<file path="src/hw/rtl/vsc_pkg.sv">
// shared types and constants for the voice session control block
package vsc_pkg;

  localparam int unsigned CMD_W     = 4;
  localparam int unsigned VER_W     = 64;
  localparam int unsigned EXT_ID_W  = 64;
  localparam int unsigned SCOPE_W   = 8;
  localparam int unsigned IN_DATA_W  = 192;
  localparam int unsigned OUT_DATA_W = 280;

  typedef enum logic [CMD_W-1:0] {
    CMD_BEGIN_CONNECT = 4'd0,
    CMD_TRANSPORT_UP  = 4'd1,
    CMD_REFRESHED     = 4'd2,
    CMD_RESTORED      = 4'd3,
    CMD_MEM_CHANGED   = 4'd4,
    CMD_LOST          = 4'd5,
    CMD_DISCONNECT    = 4'd6,
    CMD_REQUEST       = 4'd7,
    CMD_ACCEPTED      = 4'd8,
    CMD_REJECTED      = 4'd9,
    CMD_END           = 4'd10,
    CMD_ENDED         = 4'd11,
    CMD_REVOKED       = 4'd12,
    CMD_TIMEOUT       = 4'd13,
    CMD_TX_FAIL       = 4'd14
  } cmd_t;

  typedef enum logic [2:0] {
    LINK_DISCONNECTED = 3'd0,
    LINK_CONNECTING   = 3'd1,
    LINK_RECONNECTING = 3'd2,
    LINK_REFRESHING   = 3'd3,
    LINK_RESTORING    = 3'd4,
    LINK_READY        = 3'd5
  } link_state_t;

  typedef enum logic [1:0] {
    TALK_IDLE         = 2'd0,
    TALK_REQUESTING   = 2'd1,
    TALK_TRANSMITTING = 2'd2,
    TALK_ENDING       = 2'd3
  } talk_state_t;

  typedef enum logic [3:0] {
    CAUSE_NONE            = 4'd0,
    CAUSE_REJECTED        = 4'd1,
    CAUSE_RELEASED        = 4'd2,
    CAUSE_MEM_CHANGED     = 4'd3,
    CAUSE_CONN_LOST       = 4'd4,
    CAUSE_DISCONNECTED    = 4'd5,
    CAUSE_REVOKED         = 4'd6,
    CAUSE_TIMED_OUT       = 4'd7,
    CAUSE_TRANSPORT_ERROR = 4'd8
  } cause_t;

endpackage

</file>
<file path="src/hw/rtl/voice_session_control_fsm_unit.sv">
// voice session control: link and talk state machines, one event per request
//
// channel | ports                      | request contents
// --------+----------------------------+----------------------------------
// in      | in_tvalid/tready/tdata/tuser | session event and its ids
// out     | out_tvalid/tready/tdata    | applied flag and state after event
// cfg     | cfg_wr_en/cfg_wr_data      | selected scope
//
// one request per cycle sustained while results are taken; a request passes
// through the input register, then state update and result register
// rst_n clears both state machines, the context and the scope register
// a stalled result holds the result register and then the input register;
// the input side stays ready while the result register can move
module voice_session_control_fsm_unit #(
  parameter int unsigned ID_WIDTH = 64
) (
  input  logic                              clk,
  input  logic                              rst_n,
  input  logic                              in_tvalid,
  output logic                              in_tready,
  // event_version, event_request_id, event_tx_id
  input  logic [vsc_pkg::IN_DATA_W-1:0]     in_tdata,
  // cmd
  input  logic [vsc_pkg::CMD_W-1:0]         in_tuser,
  output logic                              out_tvalid,
  input  logic                              out_tready,
  // applied, link_state, talk_state, stop_cause, link_version,
  // link_version_valid, talk_context_valid, talk_request_id, talk_tx_id,
  // talk_tx_id_valid, talk_scope, talk_version, zero pad
  output logic [vsc_pkg::OUT_DATA_W-1:0]    out_tdata,
  input  logic                              cfg_wr_en,
  input  logic [vsc_pkg::SCOPE_W-1:0]       cfg_wr_data
);

  localparam int unsigned VW = vsc_pkg::VER_W;
  localparam int unsigned OUT_USED_W = 277;

  logic                              in_valid_r;
  logic [vsc_pkg::CMD_W-1:0]         in_cmd_r;
  logic [VW-1:0]                     in_ver_r;
  logic [ID_WIDTH-1:0]               in_rid_r;
  logic [ID_WIDTH-1:0]               in_tid_r;
  logic                              advance;

  logic [vsc_pkg::SCOPE_W-1:0]       scope_sel_r;

  vsc_pkg::link_state_t              link_r, link_nxt;
  vsc_pkg::talk_state_t              talk_r, talk_nxt;
  vsc_pkg::cause_t                   cause_r, cause_nxt;
  logic [VW-1:0]                     ver_r, ver_nxt;
  logic                              ver_ok_r, ver_ok_nxt;
  logic                              ctx_ok_r, ctx_ok_nxt;
  logic [ID_WIDTH-1:0]               ctx_rid_r, ctx_rid_nxt;
  logic [ID_WIDTH-1:0]               ctx_tid_r, ctx_tid_nxt;
  logic                              ctx_tid_ok_r, ctx_tid_ok_nxt;
  logic [vsc_pkg::SCOPE_W-1:0]       ctx_scope_r, ctx_scope_nxt;
  logic [VW-1:0]                     ctx_ver_r, ctx_ver_nxt;
  logic                              applied_nxt;

  logic                              out_valid_r;
  logic [vsc_pkg::OUT_DATA_W-1:0]    out_data_r, out_data_nxt;

  assign advance    = in_valid_r && (!out_valid_r || out_tready);
  assign in_tready  = !in_valid_r || advance;
  assign out_tvalid = out_valid_r;
  assign out_tdata  = out_data_r;

  always_ff @(posedge clk) begin
    if (!rst_n) begin
      in_valid_r <= 1'b0;
    end else if (in_tready) begin
      in_valid_r <= in_tvalid;
    end
  end

  always_ff @(posedge clk) begin
    if (in_tready && in_tvalid) begin
      in_cmd_r <= in_tuser;
      in_ver_r <= in_tdata[VW-1:0];
      in_rid_r <= in_tdata[VW +: ID_WIDTH];
      in_tid_r <= in_tdata[2*VW +: ID_WIDTH];
    end
  end

  always_ff @(posedge clk) begin
    if (!rst_n) begin
      scope_sel_r <= '0;
    end else if (cfg_wr_en) begin
      scope_sel_r <= cfg_wr_data;
    end
  end

  // next state of both machines
  always_comb begin
    link_nxt       = link_r;
    talk_nxt       = talk_r;
    cause_nxt      = cause_r;
    ver_nxt        = ver_r;
    ver_ok_nxt     = ver_ok_r;
    ctx_ok_nxt     = ctx_ok_r;
    ctx_rid_nxt    = ctx_rid_r;
    ctx_tid_nxt    = ctx_tid_r;
    ctx_tid_ok_nxt = ctx_tid_ok_r;
    ctx_scope_nxt  = ctx_scope_r;
    ctx_ver_nxt    = ctx_ver_r;
    applied_nxt    = 1'b0;

    case (vsc_pkg::cmd_t'(in_cmd_r))
      vsc_pkg::CMD_BEGIN_CONNECT: begin
        if (link_r == vsc_pkg::LINK_DISCONNECTED) begin
          link_nxt    = vsc_pkg::LINK_CONNECTING;
          applied_nxt = 1'b1;
        end
      end
      vsc_pkg::CMD_TRANSPORT_UP: begin
        if (link_r == vsc_pkg::LINK_CONNECTING || link_r == vsc_pkg::LINK_RECONNECTING) begin
          ver_nxt     = '0;
          ver_ok_nxt  = 1'b0;
          link_nxt    = vsc_pkg::LINK_REFRESHING;
          applied_nxt = 1'b1;
        end
      end
      vsc_pkg::CMD_REFRESHED: begin
        if (link_r == vsc_pkg::LINK_REFRESHING && in_ver_r != '0) begin
          ver_nxt     = in_ver_r;
          ver_ok_nxt  = 1'b1;
          link_nxt    = vsc_pkg::LINK_RESTORING;
          applied_nxt = 1'b1;
        end
      end
      vsc_pkg::CMD_RESTORED: begin
        if (link_r == vsc_pkg::LINK_RESTORING && ver_ok_r && in_ver_r == ver_r) begin
          link_nxt    = vsc_pkg::LINK_READY;
          applied_nxt = 1'b1;
        end
      end
      vsc_pkg::CMD_MEM_CHANGED,
      vsc_pkg::CMD_LOST,
      vsc_pkg::CMD_DISCONNECT: begin
        if (in_cmd_r == vsc_pkg::CMD_MEM_CHANGED) begin
          if (link_r == vsc_pkg::LINK_READY && ver_ok_r && in_ver_r > ver_r) begin
            ver_nxt     = in_ver_r;
            link_nxt    = vsc_pkg::LINK_RESTORING;
            cause_nxt   = vsc_pkg::CAUSE_MEM_CHANGED;
            applied_nxt = 1'b1;
          end
        end else if (in_cmd_r == vsc_pkg::CMD_LOST) begin
          if (link_r != vsc_pkg::LINK_DISCONNECTED &&
              link_r != vsc_pkg::LINK_RECONNECTING) begin
            ver_nxt     = '0;
            ver_ok_nxt  = 1'b0;
            link_nxt    = vsc_pkg::LINK_RECONNECTING;
            cause_nxt   = vsc_pkg::CAUSE_CONN_LOST;
            applied_nxt = 1'b1;
          end
        end else begin
          if (link_r != vsc_pkg::LINK_DISCONNECTED) begin
            ver_nxt     = '0;
            ver_ok_nxt  = 1'b0;
            link_nxt    = vsc_pkg::LINK_DISCONNECTED;
            cause_nxt   = vsc_pkg::CAUSE_DISCONNECTED;
            applied_nxt = 1'b1;
          end
        end
        // link change stops any talk that is not idle
        if (applied_nxt && talk_r != vsc_pkg::TALK_IDLE) begin
          talk_nxt       = vsc_pkg::TALK_IDLE;
          ctx_ok_nxt     = 1'b0;
          ctx_rid_nxt    = '0;
          ctx_tid_nxt    = '0;
          ctx_tid_ok_nxt = 1'b0;
          ctx_scope_nxt  = '0;
          ctx_ver_nxt    = '0;
        end else begin
          cause_nxt = cause_r;
        end
      end
      vsc_pkg::CMD_REQUEST: begin
        if (link_r == vsc_pkg::LINK_READY && ver_ok_r && talk_r == vsc_pkg::TALK_IDLE &&
            ver_r != '0) begin
          ctx_ok_nxt     = 1'b1;
          ctx_rid_nxt    = in_rid_r;
          ctx_tid_nxt    = '0;
          ctx_tid_ok_nxt = 1'b0;
          ctx_scope_nxt  = scope_sel_r;
          ctx_ver_nxt    = ver_r;
          cause_nxt      = vsc_pkg::CAUSE_NONE;
          talk_nxt       = vsc_pkg::TALK_REQUESTING;
          applied_nxt    = 1'b1;
        end
      end
      vsc_pkg::CMD_ACCEPTED: begin
        if (talk_r == vsc_pkg::TALK_REQUESTING && ctx_ok_r && ctx_rid_r == in_rid_r) begin
          ctx_tid_nxt    = in_tid_r;
          ctx_tid_ok_nxt = 1'b1;
          talk_nxt       = vsc_pkg::TALK_TRANSMITTING;
          applied_nxt    = 1'b1;
        end
      end
      vsc_pkg::CMD_REJECTED,
      vsc_pkg::CMD_END,
      vsc_pkg::CMD_ENDED,
      vsc_pkg::CMD_REVOKED,
      vsc_pkg::CMD_TIMEOUT,
      vsc_pkg::CMD_TX_FAIL: begin
        if (in_cmd_r == vsc_pkg::CMD_REJECTED) begin
          if (talk_r == vsc_pkg::TALK_REQUESTING && ctx_ok_r && ctx_rid_r == in_rid_r) begin
            cause_nxt   = vsc_pkg::CAUSE_REJECTED;
            applied_nxt = 1'b1;
          end
        end else if (in_cmd_r == vsc_pkg::CMD_END) begin
          if (talk_r == vsc_pkg::TALK_REQUESTING) begin
            cause_nxt   = vsc_pkg::CAUSE_RELEASED;
            applied_nxt = 1'b1;
          end
        end else if (in_cmd_r == vsc_pkg::CMD_ENDED) begin
          if (talk_r == vsc_pkg::TALK_ENDING && ctx_ok_r && ctx_tid_ok_r &&
              ctx_tid_r == in_tid_r) begin
            cause_nxt   = vsc_pkg::CAUSE_RELEASED;
            applied_nxt = 1'b1;
          end
        end else if (talk_r != vsc_pkg::TALK_IDLE) begin
          applied_nxt = 1'b1;
          if (in_cmd_r == vsc_pkg::CMD_REVOKED) begin
            cause_nxt = vsc_pkg::CAUSE_REVOKED;
          end else if (in_cmd_r == vsc_pkg::CMD_TIMEOUT) begin
            cause_nxt = vsc_pkg::CAUSE_TIMED_OUT;
          end else begin
            cause_nxt = vsc_pkg::CAUSE_TRANSPORT_ERROR;
          end
        end
        if (applied_nxt) begin
          talk_nxt       = vsc_pkg::TALK_IDLE;
          ctx_ok_nxt     = 1'b0;
          ctx_rid_nxt    = '0;
          ctx_tid_nxt    = '0;
          ctx_tid_ok_nxt = 1'b0;
          ctx_scope_nxt  = '0;
          ctx_ver_nxt    = '0;
        end
        // end while transmitting only moves to ending
        if (in_cmd_r == vsc_pkg::CMD_END && talk_r == vsc_pkg::TALK_TRANSMITTING) begin
          talk_nxt    = vsc_pkg::TALK_ENDING;
          applied_nxt = 1'b1;
        end
      end
      default: begin
        applied_nxt = 1'b0;
      end
    endcase
  end

  // result word
  always_comb begin
    out_data_nxt = '0;
    out_data_nxt[0]       = applied_nxt;
    out_data_nxt[3:1]     = link_nxt;
    out_data_nxt[5:4]     = talk_nxt;
    out_data_nxt[9:6]     = cause_nxt;
    out_data_nxt[73:10]   = ver_nxt;
    out_data_nxt[74]      = ver_ok_nxt;
    out_data_nxt[75]      = ctx_ok_nxt;
    out_data_nxt[139:76]  = vsc_pkg::EXT_ID_W'(ctx_rid_nxt);
    out_data_nxt[203:140] = vsc_pkg::EXT_ID_W'(ctx_tid_nxt);
    out_data_nxt[204]     = ctx_tid_ok_nxt;
    out_data_nxt[212:205] = ctx_scope_nxt;
    out_data_nxt[OUT_USED_W-1:213] = ctx_ver_nxt;
  end

  always_ff @(posedge clk) begin
    if (!rst_n) begin
      link_r       <= vsc_pkg::LINK_DISCONNECTED;
      talk_r       <= vsc_pkg::TALK_IDLE;
      cause_r      <= vsc_pkg::CAUSE_NONE;
      ver_r        <= '0;
      ver_ok_r     <= 1'b0;
      ctx_ok_r     <= 1'b0;
      ctx_rid_r    <= '0;
      ctx_tid_r    <= '0;
      ctx_tid_ok_r <= 1'b0;
      ctx_scope_r  <= '0;
      ctx_ver_r    <= '0;
    end else if (advance) begin
      link_r       <= link_nxt;
      talk_r       <= talk_nxt;
      cause_r      <= cause_nxt;
      ver_r        <= ver_nxt;
      ver_ok_r     <= ver_ok_nxt;
      ctx_ok_r     <= ctx_ok_nxt;
      ctx_rid_r    <= ctx_rid_nxt;
      ctx_tid_r    <= ctx_tid_nxt;
      ctx_tid_ok_r <= ctx_tid_ok_nxt;
      ctx_scope_r  <= ctx_scope_nxt;
      ctx_ver_r    <= ctx_ver_nxt;
    end
  end

  always_ff @(posedge clk) begin
    if (!rst_n) begin
      out_valid_r <= 1'b0;
    end else if (advance) begin
      out_valid_r <= 1'b1;
    end else if (out_tready) begin
      out_valid_r <= 1'b0;
    end
  end

  always_ff @(posedge clk) begin
    if (advance) begin
      out_data_r <= out_data_nxt;
    end
  end

endmodule

</file>
<file path="config.mk">
export PLATFORM = sky130hd
export DESIGN_NAME = voice_session_control_fsm_unit
export DESIGN_NICKNAME = d
export VERILOG_FILES = /design/src/hw/rtl/vsc_pkg.sv /design/src/hw/rtl/voice_session_control_fsm_unit.sv
export SDC_FILE = /design/constraint.sdc
export NUM_CORES = 1
export LEC_CHECK = 0
export BUFFER_PORTS_ARGS = -buffer_cell sky130_fd_sc_hd__buf_2
export CORE_MARGIN = 5
export CORE_UTILIZATION = 25
export CTS_CLUSTER_SIZE = 25
export DETAILED_ROUTE_END_ITERATION = 16
export GPL_ROUTABILITY_DRIVEN = 0
export SYNTH_ARGS = -nofsm -noshare
export SYNTH_HDL_FRONTEND = slang
export SYNTH_SLANG_ARGS = --single-unit
</file>
<file path="constraint.sdc">
create_clock -name clk -period 21.7 [get_ports clk]
set_input_delay 3.255 -clock clk [delete_from_list [all_inputs] [get_ports clk]]
set_output_delay 3.255 -clock clk [all_outputs]
set_load 0.05 [all_outputs]
</file>
==> results.sh <==
export IMPL_vias=22500
export IMPL_grt_total_usage=0.157
export IMPL_p_sw_uw=867
export IMPL_overflow=0
export IMPL_required_ns=18.45
export IMPL_place_ws_ns=14.54
export IMPL_avgSynthCellArea_um2=12.9
export IMPL_grt_max_degree=106
export IMPL_seqPwrFrac=0.473
export IMPL_p_per_area_nw_per_um2=90.0
export IMPL_switching_share=0.253
export IMPL_pwr_share_comb=0.072
export IMPL_synth_top_flop_cell="edfxtp_1"
export IMPL_clock_skew_ns=0.0392
export IMPL_cts_resized=0
export IMPL_hold_viol_final=0
export IMPL_status="complete, no violations"
export IMPL_final_cell_mix="487 x buf_2, 473 x edfxtp_1, 390 x a22o_1"
export IMPL_pin_count=491
export IMPL_postCtsHoldBufs=0
export IMPL_internal_power_mw=2.56
export IMPL_startpoint_type="input port"
export IMPL_hp_class="reg2reg"
export IMPL_arrival_ns=3.88
export IMPL_ys_seq_area_frac=0.646
export IMPL_grt_pass1_vias=21600
export IMPL_dpl_hpwl_um=73400
export IMPL_h_tree_depth=3
export IMPL_cts_tree="yes"
export IMPL_postCtsSetupBuffers=0
export IMPL_numCtsBuffers=88
export IMPL_synth_seq_cells=759
export IMPL_syn_to_final_growth_pct=23.3
export IMPL_core_um2=122000
export IMPL_grtUsageMet3=0.0387
export IMPL_io_buffers=487
export IMPL_insertion_delay_ns=0.69
export IMPL_nets=3126
export IMPL_maxCapViolCount=0
export IMPL_fin_crit_ns=7.13
export IMPL_drt_total_wl_um=108000
export IMPL_drt_iter0_drc=2040
export IMPL_yosysWarningCount=0
export IMPL_r2r_slack_ns=15.72
export IMPL_async_reset_ff_frac=0
export IMPL_drcViolationCount=0
export IMPL_dieWidth_um=361
export IMPL_grt_busiest_layer="met2"
export IMPL_final_max_slew_viol_count=0
export IMPL_peakVddDrop_mv=0.0706
export IMPL_wire_per_inst_um=23.6
export IMPL_synth_edf_count=473
export IMPL_clockPowerShare=0.455
export IMPL_p_leak_nw=14.0
export IMPL_netlist_area_um2=30900
export IMPL_synth_top_area_share=0.460
export IMPL_grt_pass1_wl_um=153000
export IMPL_use_met1=0.208
export IMPL_cts_root_buf="clkbuf_16"
export IMPL_die_area_um2=131000
export IMPL_drive_gt1_frac=0.236
export IMPL_worstSetupEndpointType="output port"
export IMPL_yosys_area_top_type="edfxtp_1"
export IMPL_ant_nets=0
export IMPL_via_per_inst=4.94
export IMPL_rsz0062_at_grt="no"
export IMPL_finalCritPeriodShare=0.329
export IMPL_antenna_found_initial=13
export IMPL_use_met2=0.256
export IMPL_dr_pass1_iters=5
export IMPL_synth_cells=2396
export IMPL_setup_viol=0
export IMPL_tns_ns=0
export IMPL_fin_ws_ns=14.57
export IMPL_clkTransAtPathRegs_ns=0.06
export IMPL_crit_type="in2out"
export IMPL_ys_top_cells_by_area="edfxtp_1 46%, dfxtp_1 19%, a22o_1 11%"
export IMPL_slew_headroom=0.152
export IMPL_num_rows=128
export IMPL_synthDistinctLibCells=65
export IMPL_clockBufferDepth=3
export IMPL_crit_path_max_fanout=4
export IMPL_worst_pin_slew_ns=1.27
export IMPL_start_util=0.252
export IMPL_whs_ns=0.480
export IMPL_nFillCells=12300
export IMPL_layout_commonest_cell="buf_2"
export IMPL_fmax_mhz=140
export IMPL_clock_sinks=759
export IMPL_die_h_um=361
metrics by stage:
stage	util	total power, mW	std cells	cell area [um2]
CTS	0.311	3.47	4553	38000
detailed placement	0.286	1.90	4388	35000
global route	0.311	3.55	4558	38000
floorplan	-	1.80	2398	30900
global placement	0.286	1.90	4388	35000
finish	0.311	3.42	4561	38000
power by group through the flow:
stage	clock, mW	sequential [mW]	combinational, mW
after CTS	1.60	1.62	0.251
after global placement	0	1.65	0.249
after global routing	1.67	1.62	0.263
after floorplan	0	1.72	0.0868
after detailed placement	0	1.65	0.250
final	1.56	1.62	0.247
final cells by class:
| class | instances | area (um2) | share of cell area |
|---|---|---|---|
| clock buffer | 118 | 2490 | 0.0654 |
| clock inverter | 47 | 558 | 0.0147 |
| multi-input combinational | 1408 | 10000 | 0.264 |
| sequential | 759 | 19900 | 0.524 |
| inverter | 76 | 294 | 0.00773 |
| timing repair buffer | 520 | 2690 | 0.0706 |
| antenna | 8 | 20.0 | 0.000526 |
| tap | 1625 | 2030 | 0.0535 |
worst paths after layout:
path                       from            end  cells past startpoint
setup / recovery     out_tready      in_tready                      4
hold / removal    ctx_ver_r[27]  ctx_ver_r[27]                      1
setup reg to reg      ver_r[45]  ctx_ver_r[21]                     12
hold reg to reg   ctx_ver_r[27]  ctx_ver_r[27]                      1
cells in the mapped netlist, types with 3 or more instances:
master and number:
edfxtp_1 473, a22o_1 390, dfxtp_1 286, a21oi_1 181, nand2_1 120, xor2_1 117
clkbuf_1 101, nor2_1 96, nor4_1 83, inv_1 76, a211oi_1 74, ha_1 64
buf_2 39, nand4_1 37, o21ai_0 34, a31oi_1 31, nand3_1 21, a2bb2oi_1 20
nor3_1 17, nand2b_1 12, xnor2_1 12, mux2i_1 11, nor2b_1 8, and3_1 7
buf_1 6, buf_4 5, o21a_1 5, a21boi_0 4, a21o_1 4, and2_1 4
buf_6 4, o32ai_1 4, a211o_1 3, o211ai_1 3, or2_2 3
logic make-up (layout without fill, tap and decap cells):
logic type                 count (synthesis)  in the layout  share of synthesized area
AOI/OAI and AO/OA                        777            777                      0.188
xor gates and xnor gates                 129            129                     0.0366
adders and majority gates                 64             64                     0.0260
buffers and inverters                    231            761                     0.0313
DFF                                      759            759                      0.646
muxes                                     11             11                    0.00357
other                                      1             11                   0.000122
and+or+nand+nor                          424            424                     0.0682
registers in the layout (all words and copies together), names as in the netlist, 64 cells and up:
signal	count
in_rid_r	64
out_tdata	277
ver_r	64
ctx_rid_r	64
ctx_ver_r	64
in_ver_r	64
ctx_tid_r	64
in_tid_r	64
critical path, cell delays in order:
cell,delay (ns)
buf_2,0.10
nor2b_1,0.21
nand2_1,0.10
buf_2,0.22
metal layers:
| metal | part of all wire | vias up |
|---|---|---|
| met5 | 0.00032 | - |
| met4 | 0.025 | 4 |
| met3 | 0.076 | 139 |
| met2 | 0.47 | 957 |
| met1 | 0.43 | 11200 |
| li1 | - | 10300 |
Note: power is estimated with default switching activity, not from simulation.
